File: src/rtl/wfw_pkg.sv
// Shared constants, widths and types for the wave folder / wrapper.
package wfw_pkg;

  // Voltage format and gain/bias format
  localparam int FRAC_BITS = 12;
  localparam int GB_FRAC   = 12;
  localparam int ACC_SHIFT = 2 * GB_FRAC;

  localparam int ONE_V    = 1 << FRAC_BITS;
  localparam int ONE_GB   = 1 << GB_FRAC;
  localparam int SPAN     = 10 * ONE_V;
  localparam int TWO_SPAN = 2 * SPAN;
  localparam int CTR_UNI  = 5 * ONE_V;
  localparam int MIN_BI   = -5 * ONE_V;
  localparam int EPS_LSB  = ONE_V / 1000000;

  // Port widths
  localparam int SAMPLE_W = 18;
  localparam int GAIN_W   = 16;
  localparam int BIAS_W   = 14;
  localparam int OUT_W    = 17;

  // Datapath widths
  localparam int D_W    = SAMPLE_W + 1;
  localparam int FAC_W  = BIAS_W + 1;
  localparam int GF_W   = GAIN_W + FAC_W;
  localparam int PROD_W = D_W + GF_W;
  localparam int ACC_W  = PROD_W + 2;
  localparam int Y_W    = ACC_W - ACC_SHIFT;
  localparam int U_W    = Y_W + 1;
  localparam int MOD_SH = FRAC_BITS + 2;
  localparam int Q_W    = U_W - MOD_SH;
  localparam int X_W    = Q_W + 1;
  localparam int Q_OFF  = 5 * (((1 << (Q_W - 1)) + 4) / 5);
  localparam int NIB_N  = (X_W + 3) / 4;
  localparam int SUM_W  = $clog2(NIB_N * 15 + 1);
  localparam int R_W    = MOD_SH + 3;

  localparam int STAGES = 8;

  // APB register map
  localparam int PADDR_W = 4;
  localparam int PDATA_W = 32;
  localparam logic [1:0] REG_WRAP_MODE = 2'd0;
  localparam logic [1:0] REG_UNIPOLAR  = 2'd1;
  localparam logic [1:0] REG_ASYM_GAIN = 2'd2;

  typedef struct packed {
    logic wrap_mode;
    logic unipolar_range;
    logic asymmetric_gain;
  } cfg_t;

endpackage

File: src/rtl/wave_fold_wrap.sv
// Top level of the triangle wave folder / wrapper with its APB register block.
//
// Usage: present sample_in_i, gain_amount_i and bias_amount_i with start high;
// the transfer is taken at that clock edge whenever busy is low. busy stays low,
// so one sample may enter on every cycle. Each result appears on sample_out_o
// for exactly one cycle, marked by done_o, and must be taken in that cycle.
// Throughput is one sample per cycle, set by the eight-stage datapath
// (factor, gain multiply, offset multiply, accumulate, range check,
// digit sum, remainder, fold/wrap select).
// Configuration: APB registers at byte 0 (wrap_mode), 4 (unipolar_range),
// 8 (asymmetric_gain), bit 0 each. Write them only while no sample is in
// flight; every sample carries its own copy of the settings down the pipe.
// Reset: rst_ni clears the registers to fold mode, -5..5 V range and
// symmetric gain, and drops any sample in flight.
module wave_fold_wrap (
  input  logic                                clk_i,
  input  logic                                rst_ni,
  // Sample channel
  input  logic                                start,
  output logic                                busy,
  input  logic signed [wfw_pkg::SAMPLE_W-1:0] sample_in_i,
  input  logic        [wfw_pkg::GAIN_W-1:0]   gain_amount_i,
  input  logic signed [wfw_pkg::BIAS_W-1:0]   bias_amount_i,
  output logic                                done_o,
  output logic signed [wfw_pkg::OUT_W-1:0]    sample_out_o,
  // APB configuration port
  input  logic                                psel,
  input  logic                                penable,
  input  logic                                pwrite,
  input  logic        [wfw_pkg::PADDR_W-1:0]  paddr,
  input  logic        [wfw_pkg::PDATA_W-1:0]  pwdata,
  output logic        [wfw_pkg::PDATA_W-1:0]  prdata,
  output logic                                pready
);
  import wfw_pkg::*;

  cfg_t cfg_q, cfg_d;
  logic wr_en;
  logic in_fire;

  // The pipe never stalls, so the sample channel is always open
  assign busy    = 1'b0;
  assign in_fire = start & ~busy;
  assign pready  = 1'b1;

  // Register write on the APB access phase
  assign wr_en = psel & penable & pwrite & pready;

  always_comb begin
    cfg_d = cfg_q;
    if (wr_en) begin
      unique case (paddr[3:2])
        REG_WRAP_MODE: cfg_d.wrap_mode       = pwdata[0];
        REG_UNIPOLAR:  cfg_d.unipolar_range  = pwdata[0];
        REG_ASYM_GAIN: cfg_d.asymmetric_gain = pwdata[0];
        default:       cfg_d = cfg_q;
      endcase
    end
  end

  always_ff @(posedge clk_i or negedge rst_ni) begin
    if (!rst_ni) begin
      cfg_q <= '0;
    end else begin
      cfg_q <= cfg_d;
    end
  end

  // Read back: one flag per register in bit 0
  always_comb begin
    unique case (paddr[3:2])
      REG_WRAP_MODE: prdata = PDATA_W'(cfg_q.wrap_mode);
      REG_UNIPOLAR:  prdata = PDATA_W'(cfg_q.unipolar_range);
      REG_ASYM_GAIN: prdata = PDATA_W'(cfg_q.asymmetric_gain);
      default:       prdata = '0;
    endcase
  end

  wfw_pipe u_pipe (
    .clk_i        (clk_i),
    .rst_ni       (rst_ni),
    .in_valid_i   (in_fire),
    .sample_in_i  (sample_in_i),
    .gain_amount_i(gain_amount_i),
    .bias_amount_i(bias_amount_i),
    .cfg_i        (cfg_q),
    .out_valid_o  (done_o),
    .sample_out_o (sample_out_o)
  );

endmodule

File: src/rtl/wfw_pipe.sv
// Eight-stage datapath: gain, bias, rounding, then fold or wrap into range.
module wfw_pipe (
  input  logic                                clk_i,
  input  logic                                rst_ni,
  input  logic                                in_valid_i,
  input  logic signed [wfw_pkg::SAMPLE_W-1:0] sample_in_i,
  input  logic        [wfw_pkg::GAIN_W-1:0]   gain_amount_i,
  input  logic signed [wfw_pkg::BIAS_W-1:0]   bias_amount_i,
  input  wfw_pkg::cfg_t                       cfg_i,
  output logic                                out_valid_o,
  output logic signed [wfw_pkg::OUT_W-1:0]    sample_out_o
);
  import wfw_pkg::*;

  localparam logic signed [D_W-1:0]   CtrD     = D_W'(CTR_UNI);
  localparam logic signed [FAC_W-1:0] OneFac   = FAC_W'(ONE_GB);
  localparam logic signed [ACC_W-1:0] CtrTerm  = ACC_W'(CTR_UNI) <<< ACC_SHIFT;
  localparam logic signed [ACC_W-1:0] RoundC   = ACC_W'(1) <<< (ACC_SHIFT - 1);
  localparam logic signed [U_W-1:0]   MinBiU   = U_W'(MIN_BI);
  localparam logic signed [U_W-1:0]   SpanU    = U_W'(SPAN);
  localparam logic [X_W-1:0]          QOffX    = X_W'(Q_OFF);
  localparam logic [R_W-1:0]          SpanR    = R_W'(SPAN);
  localparam logic [R_W-1:0]          TwoSpanR = R_W'(TWO_SPAN);
  localparam logic [R_W-1:0]          EpsR     = R_W'(EPS_LSB);
  localparam logic signed [OUT_W-1:0] MinBiO   = OUT_W'(MIN_BI);
  localparam logic signed [OUT_W-1:0] MaxBiO   = OUT_W'(MIN_BI + SPAN);
  localparam logic signed [OUT_W-1:0] MaxUniO  = OUT_W'(SPAN);

  // Remainder by five of a short digit sum
  function automatic logic [2:0] mod5(input logic [SUM_W-1:0] s);
    logic [SUM_W-1:0] r;
    r = s;
    if (r >= SUM_W'(40)) r = r - SUM_W'(40);
    if (r >= SUM_W'(20)) r = r - SUM_W'(20);
    if (r >= SUM_W'(10)) r = r - SUM_W'(10);
    if (r >= SUM_W'(5))  r = r - SUM_W'(5);
    return r[2:0];
  endfunction

  logic [STAGES-1:0] valid_q;
  cfg_t              cfg_q [STAGES-1];

  // Stage 1: center offset and asymmetric gain factor
  logic signed [D_W-1:0]   d_s1_d, d_s1_q;
  logic signed [FAC_W-1:0] fac_s1_d, fac_s1_q;
  logic [GAIN_W-1:0]       g_s1_q;
  logic signed [BIAS_W-1:0] b_s1_q, b_s2_q, b_s3_q;
  // Stage 2: gain times factor
  logic signed [D_W-1:0]   d_s2_q;
  logic signed [GF_W-1:0]  gf_s2_d, gf_s2_q;
  // Stage 3: offset times effective gain
  logic signed [PROD_W-1:0] prod_s3_d, prod_s3_q;
  // Stage 4: add center, bias and rounding constant
  logic signed [ACC_W-1:0] bias_x, bias_term, acc_s4_d, acc_s4_q;
  // Stage 5: rounded value relative to range bottom
  logic signed [Y_W-1:0]   y_s5;
  logic signed [U_W-1:0]   u_s5_d, u_s5_q;
  logic                    above_s5_d, oor_s5_d;
  logic                    above_q [3], oor_q [3];
  // Stage 6: digit sum of the upper part
  logic signed [Q_W-1:0]   q_s6;
  logic [X_W-1:0]          x_s6;
  logic [NIB_N*4-1:0]      xe_s6;
  logic [SUM_W-1:0]        sum_s6_d, sum_s6_q;
  logic [MOD_SH-1:0]       t_s6_q;
  logic [R_W-1:0]          uin_s6_q;
  // Stage 7: remainder by twice the span
  logic [R_W-1:0]          r_s7_d, r_s7_q;
  // Stage 8: fold or wrap
  logic [R_W-1:0]          r_fold, r_wrap, r_fin;
  logic signed [OUT_W-1:0] mn_o, out_d, out_q;
  logic                    hit_top;

  always_comb begin
    d_s1_d   = D_W'(sample_in_i) - (cfg_i.unipolar_range ? CtrD : '0);
    fac_s1_d = OneFac;
    if (cfg_i.asymmetric_gain) begin
      if (!d_s1_d[D_W-1] && (bias_amount_i[BIAS_W-1] || bias_amount_i == '0)) begin
        fac_s1_d = OneFac + FAC_W'(bias_amount_i);
      end else if (d_s1_d[D_W-1] && !bias_amount_i[BIAS_W-1]) begin
        fac_s1_d = OneFac - FAC_W'(bias_amount_i);
      end
    end
  end

  assign gf_s2_d   = GF_W'($signed({1'b0, g_s1_q})) * GF_W'(fac_s1_q);
  assign prod_s3_d = PROD_W'(d_s2_q) * PROD_W'(gf_s2_q);

  always_comb begin
    bias_x    = (ACC_W'(b_s3_q) <<< 2) + ACC_W'(b_s3_q);
    bias_term = bias_x <<< (FRAC_BITS + GB_FRAC);
    acc_s4_d  = ACC_W'(prod_s3_q) + bias_term + RoundC
              + (cfg_q[2].unipolar_range ? CtrTerm : '0);
  end

  always_comb begin
    y_s5       = acc_s4_q[ACC_W-1:ACC_SHIFT];
    u_s5_d     = U_W'(y_s5) - (cfg_q[3].unipolar_range ? '0 : MinBiU);
    above_s5_d = u_s5_d > SpanU;
    oor_s5_d   = u_s5_d[U_W-1] | above_s5_d;
  end

  always_comb begin
    q_s6     = u_s5_q[U_W-1:MOD_SH];
    x_s6     = X_W'(q_s6) + QOffX;
    xe_s6    = (NIB_N*4)'(x_s6);
    sum_s6_d = '0;
    for (int i = 0; i < NIB_N; i++) begin
      sum_s6_d = sum_s6_d + SUM_W'(xe_s6[4*i +: 4]);
    end
  end

  assign r_s7_d = oor_q[1] ? {mod5(sum_s6_q), t_s6_q} : uin_s6_q;

  always_comb begin
    r_fold  = (r_s7_q > SpanR) ? TwoSpanR - r_s7_q : r_s7_q;
    r_wrap  = (r_s7_q >= SpanR) ? r_s7_q - SpanR : r_s7_q;
    hit_top = (r_wrap <= EpsR) && above_q[2];
    r_fin   = !oor_q[2] ? r_s7_q : (cfg_q[6].wrap_mode ? r_wrap : r_fold);
    mn_o    = cfg_q[6].unipolar_range ? '0 : MinBiO;
    out_d   = mn_o + OUT_W'(r_fin);
    if (oor_q[2] && cfg_q[6].wrap_mode && hit_top) begin
      out_d = cfg_q[6].unipolar_range ? MaxUniO : MaxBiO;
    end
  end

  // Valid bits travel with the item
  always_ff @(posedge clk_i or negedge rst_ni) begin
    if (!rst_ni) begin
      valid_q <= '0;
    end else begin
      valid_q <= {valid_q[STAGES-2:0], in_valid_i};
    end
  end

  // Payload: advance every cycle, no reset
  always_ff @(posedge clk_i) begin
    cfg_q[0] <= cfg_i;
    for (int i = 1; i < STAGES - 1; i++) begin
      cfg_q[i] <= cfg_q[i-1];
    end
    d_s1_q    <= d_s1_d;
    fac_s1_q  <= fac_s1_d;
    g_s1_q    <= gain_amount_i;
    b_s1_q    <= bias_amount_i;
    d_s2_q    <= d_s1_q;
    gf_s2_q   <= gf_s2_d;
    b_s2_q    <= b_s1_q;
    prod_s3_q <= prod_s3_d;
    b_s3_q    <= b_s2_q;
    acc_s4_q  <= acc_s4_d;
    u_s5_q    <= u_s5_d;
    above_q[0] <= above_s5_d;
    oor_q[0]   <= oor_s5_d;
    above_q[1] <= above_q[0];
    oor_q[1]   <= oor_q[0];
    above_q[2] <= above_q[1];
    oor_q[2]   <= oor_q[1];
    sum_s6_q  <= sum_s6_d;
    t_s6_q    <= u_s5_q[MOD_SH-1:0];
    uin_s6_q  <= u_s5_q[R_W-1:0];
    r_s7_q    <= r_s7_d;
    out_q     <= out_d;
  end

  assign out_valid_o  = valid_q[STAGES-1];
  assign sample_out_o = out_q;

`ifndef ASSERT_OFF
  a_latency: assert property (@(posedge clk_i) disable iff (!rst_ni)
    out_valid_o |-> $past(in_valid_i, STAGES))
    else $error("result without a matching input transfer");

  a_rem_bound: assert property (@(posedge clk_i) disable iff (!rst_ni)
    valid_q[STAGES-2] |-> (r_s7_q < TwoSpanR))
    else $error("remainder not below twice the span");

  a_out_range: assert property (@(posedge clk_i) disable iff (!rst_ni)
    valid_q[STAGES-2] |=>
      (sample_out_o >= ($past(cfg_q[6].unipolar_range) ? OUT_W'(0) : MinBiO)) &&
      (sample_out_o <= ($past(cfg_q[6].unipolar_range) ? MaxUniO : MaxBiO)))
    else $error("result outside selected range");
`endif

endmodule

File: config.mk
export PLATFORM = sky130hd
export DESIGN_NAME = wave_fold_wrap
export DESIGN_NICKNAME = d
export VERILOG_FILES = /design/src/rtl/wfw_pkg.sv /design/src/rtl/wave_fold_wrap.sv /design/src/rtl/wfw_pipe.sv
export SDC_FILE = /design/constraint.sdc
export NUM_CORES = 2
export LEC_CHECK = 0
export BUFFER_PORTS_ARGS = -buffer_cell sky130_fd_sc_hd__clkbuf_2
export CORE_MARGIN = 1
export CORE_UTILIZATION = 60
export DETAILED_ROUTE_END_ITERATION = 16
export PLACE_DENSITY = 0.89
export SLEW_MARGIN = 20
export SYNTH_ARGS = -nofsm -noshare
export SYNTH_HDL_FRONTEND = slang
export SYNTH_SLANG_ARGS = --single-unit
File: constraint.sdc
create_clock -name clk_i -period 19.6 [get_ports clk_i]
set_input_delay 2.94 -clock clk_i [delete_from_list [all_inputs] [get_ports clk_i]]
set_output_delay 2.94 -clock clk_i [all_outputs]
set_load 0.02 [all_outputs]
==> flow_metrics.tcl <==
set metrics [dict create \
    outcome "complete, no violations" \
    setup_tns_ns 0 \
    min_path_cells 0 \
    yosysWarnings 0 \
    setup.worst_path.start "u_pipe.d_s2_q[3]" \
    syn_area_per_cell_um2 9.60 \
    place.gp.congestion 0.922 \
    global_route.overflow_total 0 \
    slew_viol_final 0 \
    routed-via-count 27800 \
    flow.area_growth_from_synthesis_pct 5.34 \
    routedWlPerCell_um 18.4 \
    cts.root.buffer_cell "clkbuf_16" \
    antenna_violations_before_repair 4 \
    cp.required_ns 20.06 \
    worst-r2r-setup-slack_ns 11.70 \
    yosys.cell_types.count 82 \
    postRouteWirelength_um 91000 \
    finalSetupViolCount 0 \
    drive_gt1_frac 0.0438 \
    drt_pass1_iterations 6 \
    period_minus_slack_ns 7.90 \
    utilization 0.641 \
    core.rowCount 93 \
    rr_startpoint "u_pipe.d_s2_q[3]" \
    chipHeight_um 258 \
    clk_lat_worst_skew_ns 0.58 \
    fill_cells 4657 \
    cp_max_fo 31 \
    postSynthCellCount 4084 \
    async_flop_share 0.0350 \
    number_of_hold_violations_in_the_final_report 0 \
    maxClockFrequency_mhz 127 \
    synth-main-ff-cell "dfxtp_1" \
    tritoncts "done" \
    worst_hold_startpoint "u_pipe.u_s5_q[13]" \
    rr_worst_depth 21 \
    post_synth_instance_area_um2 39200 \
    timing.max_cap.violations 0 \
    initial_core_utilization 0.608 \
    port_buffers 75 \
    clk_pin_slew_ns 0.07 \
    floorplan.die_area_um2 66400 \
    fp.coreArea_um2 64500 \
    global_route.usage.total 0.284 \
    worstSetupEndpointType "flop" \
    drcViolationCount 0 \
    startpoint_type_of_the_worst_setup_path "flop" \
    grt_pass1_wl_um 150000 \
    max-slew-margin-rel 0.267 \
    slew_at_the_pin_with_the_worst_max_slew_slack_ns 1.10 \
    period_share 0.403 \
    grt_max_degree 32 \
    worst_hold_slack_ns 0.317 \
    via_per_inst 5.64 \
    worst_hold_class "reg2reg" \
    timing.clock.skew_ns 0.0178 \
    holdPathEnd "u_pipe.uin_s6_q[13]" \
    nNetsFinal 5258 \
    horizontal_extent_of_the_die_um 258 \
    number_of_global_route_vias_before_repair 30400 \
    number_of_flops_mapped_to_enable_cells_by_yosys 0 \
    number_of_buffers_created_by_cts 36 \
    ys_ff_latch 314 \
    cts-root-to-sink-buffers 3 \
    ios 142 \
    critical_path_arrival_ns 8.36 \
    cts_hold_repair.buffers 0 \
    post_cts_resized 0 \
    criticalPathCategory "reg2reg" \
    antenna_violating_nets_post_route 0 \
    cts.sink_count 314 \
    violation_count_after_the_first_detailed_routing_iteration 2052 \
    ys_seq_area_frac 0.162 \
    dp_hpwl_um 69500 \
    setup_repair_after_global_routing_missed_its_margin "false" \
    postCtsSetupRepairBufs 0 \
    critical_path.reg2reg.endpoint "u_pipe.prod_s3_q[49]" \
    h-tree-depth 2 \
]
## layout by cell type (no fill, tap or decap), drive strengths merged, types with 9 or more instances in the layout
cell type    n
o211ai       9
nor2       118
and3        12
clkbuf     120
a31oi       10
nor2b       14
a21o        44
nor4        10
a21oi      104
nor3        30
o21a        16
nand2b      30
clkinv      14
o21ai       68
and2       352
buf         16
a211oi      16
fa         765
dfrtp       11
inv        838
a21boi       9
nand4       13
dfxtp      303
nand2      486
conb        33
o31ai       14
xor2        51
xnor2       98
or3         13
ha         348
nand3       26
o21bai      17
## routing by layer
layer	vias up	wire length, µm	track usage	part of all wire
met4	2	4950	0.141	0.054
met1	13800	32600	0.335	0.36
met5	-	11	0	0.00012
met3	411	8840	0.0595	0.097
li1	12200	-	-	-
met2	1440	44600	0.492	0.49
## registers in the layout (all words and copies together) (netlist names), 14 cells and up
register,flops
u_pipe.uin_s6_q,17
u_pipe.cfg_q,14
u_pipe.r_s7_q,17
u_pipe.gf_s2_q,31
u_pipe.g_s1_q,16
u_pipe.d_s2_q,19
u_pipe.acc_s4_q,28
u_pipe.fac_s1_q,15
u_pipe.sample_out_o,17
u_pipe.b_s3_q,14
u_pipe.d_s1_q,19
u_pipe.b_s1_q,14
u_pipe.b_s2_q,14
u_pipe.prod_s3_q,27
u_pipe.u_s5_q,29
## how the worst max path moves through the flow
stage | endpoint | slack (ns) | cells after the start
after floorplan | u_pipe.prod_s3_q[41] | 13.03 | 26
after global placement | u_pipe.prod_s3_q[49] | 11.93 | 23
after detailed placement | u_pipe.prod_s3_q[49] | 11.72 | 21
after CTS | u_pipe.prod_s3_q[49] | 11.70 | 21
after global routing | u_pipe.prod_s3_q[43] | 11.28 | 23
final | u_pipe.prod_s3_q[49] | 11.70 | 21
## synth_stat cells, types with 9 or more instances
cell        n  area, µm²
nand3_1    26        130
ha_1      348       4350
a31oi_1    10       62.6
a21oi_1   102        510
nor2b_1    14       87.6
or3_1      13       81.3
a211oi_1   16        120
o21ai_0    62        310
o21bai_1   16        120
dfxtp_1   303       6070
buf_4      33        248
xor2_1     51        447
nor4_1      9       56.3
nand4_1    13       81.3
and2_1    351       2200
fa_1      765      15300
xnor2_1    98        858
dfrtp_1    11        275
nand2_1   486       1820
clkbuf_1  153        574
a21o_1     44        330
nand2b_1   30        188
nor2_1    118        443
o31ai_1    14        105
inv_1     834       3130
o21a_1     16        120
nor3_1     30        150
and3_1     12       75.1
## cell type report
cell class              count  area (µm²)  area share
diodes                      3        7.51    0.000182
clock buffers              45         995      0.0241
clock inverters            21         243     0.00588
inverters                 835        3130      0.0759
multi-input cells        2777       29000       0.702
flip-flops and latches    314        6340       0.154
well taps                 855        1070      0.0259
repair buffers             91         495      0.0120
## cells by family after synthesis
family	share of synthesized area
compound gates	0.0589
flops	0.162
other cells	0.000192
xor+xnor	0.0333
buf+inv	0.101
fa+ha+maj	0.502
mux	0.00271
simple gates	0.140
## stage by stage
step                setup slack [ns]  area [µm²]  std cells
floorplan                      13.03       39300       4115
global placement               11.93       40100       4872
detailed placement             11.72       40100       4872
CTS                            11.70       41300       4938
global route                   11.28       41300       4941
finish                         11.70       41300       4941
## worst max-delay path, cell delays in order (launching register included)
cell	delay (ns)
dfxtp_1	1.02
and2_1	0.27
fa_1	0.46
fa_1	0.51
inv_1	0.05
fa_1	0.48
inv_1	0.06
fa_1	0.49
fa_1	0.57
fa_1	0.43
ha_1	0.29
ha_1	0.33
nand4_1	0.32
a211oi_1	0.29
o21ai_0	0.28
a31oi_1	0.41
o21ba_2	0.31
a41o_2	0.35
a211oi_1	0.17
o31ai_1	0.41
a21oi_1	0.14
xnor2_1	0.14
Power is not shown: default switching activity piles up to over one toggle a cycle in this logic, so the estimate is an artifact.
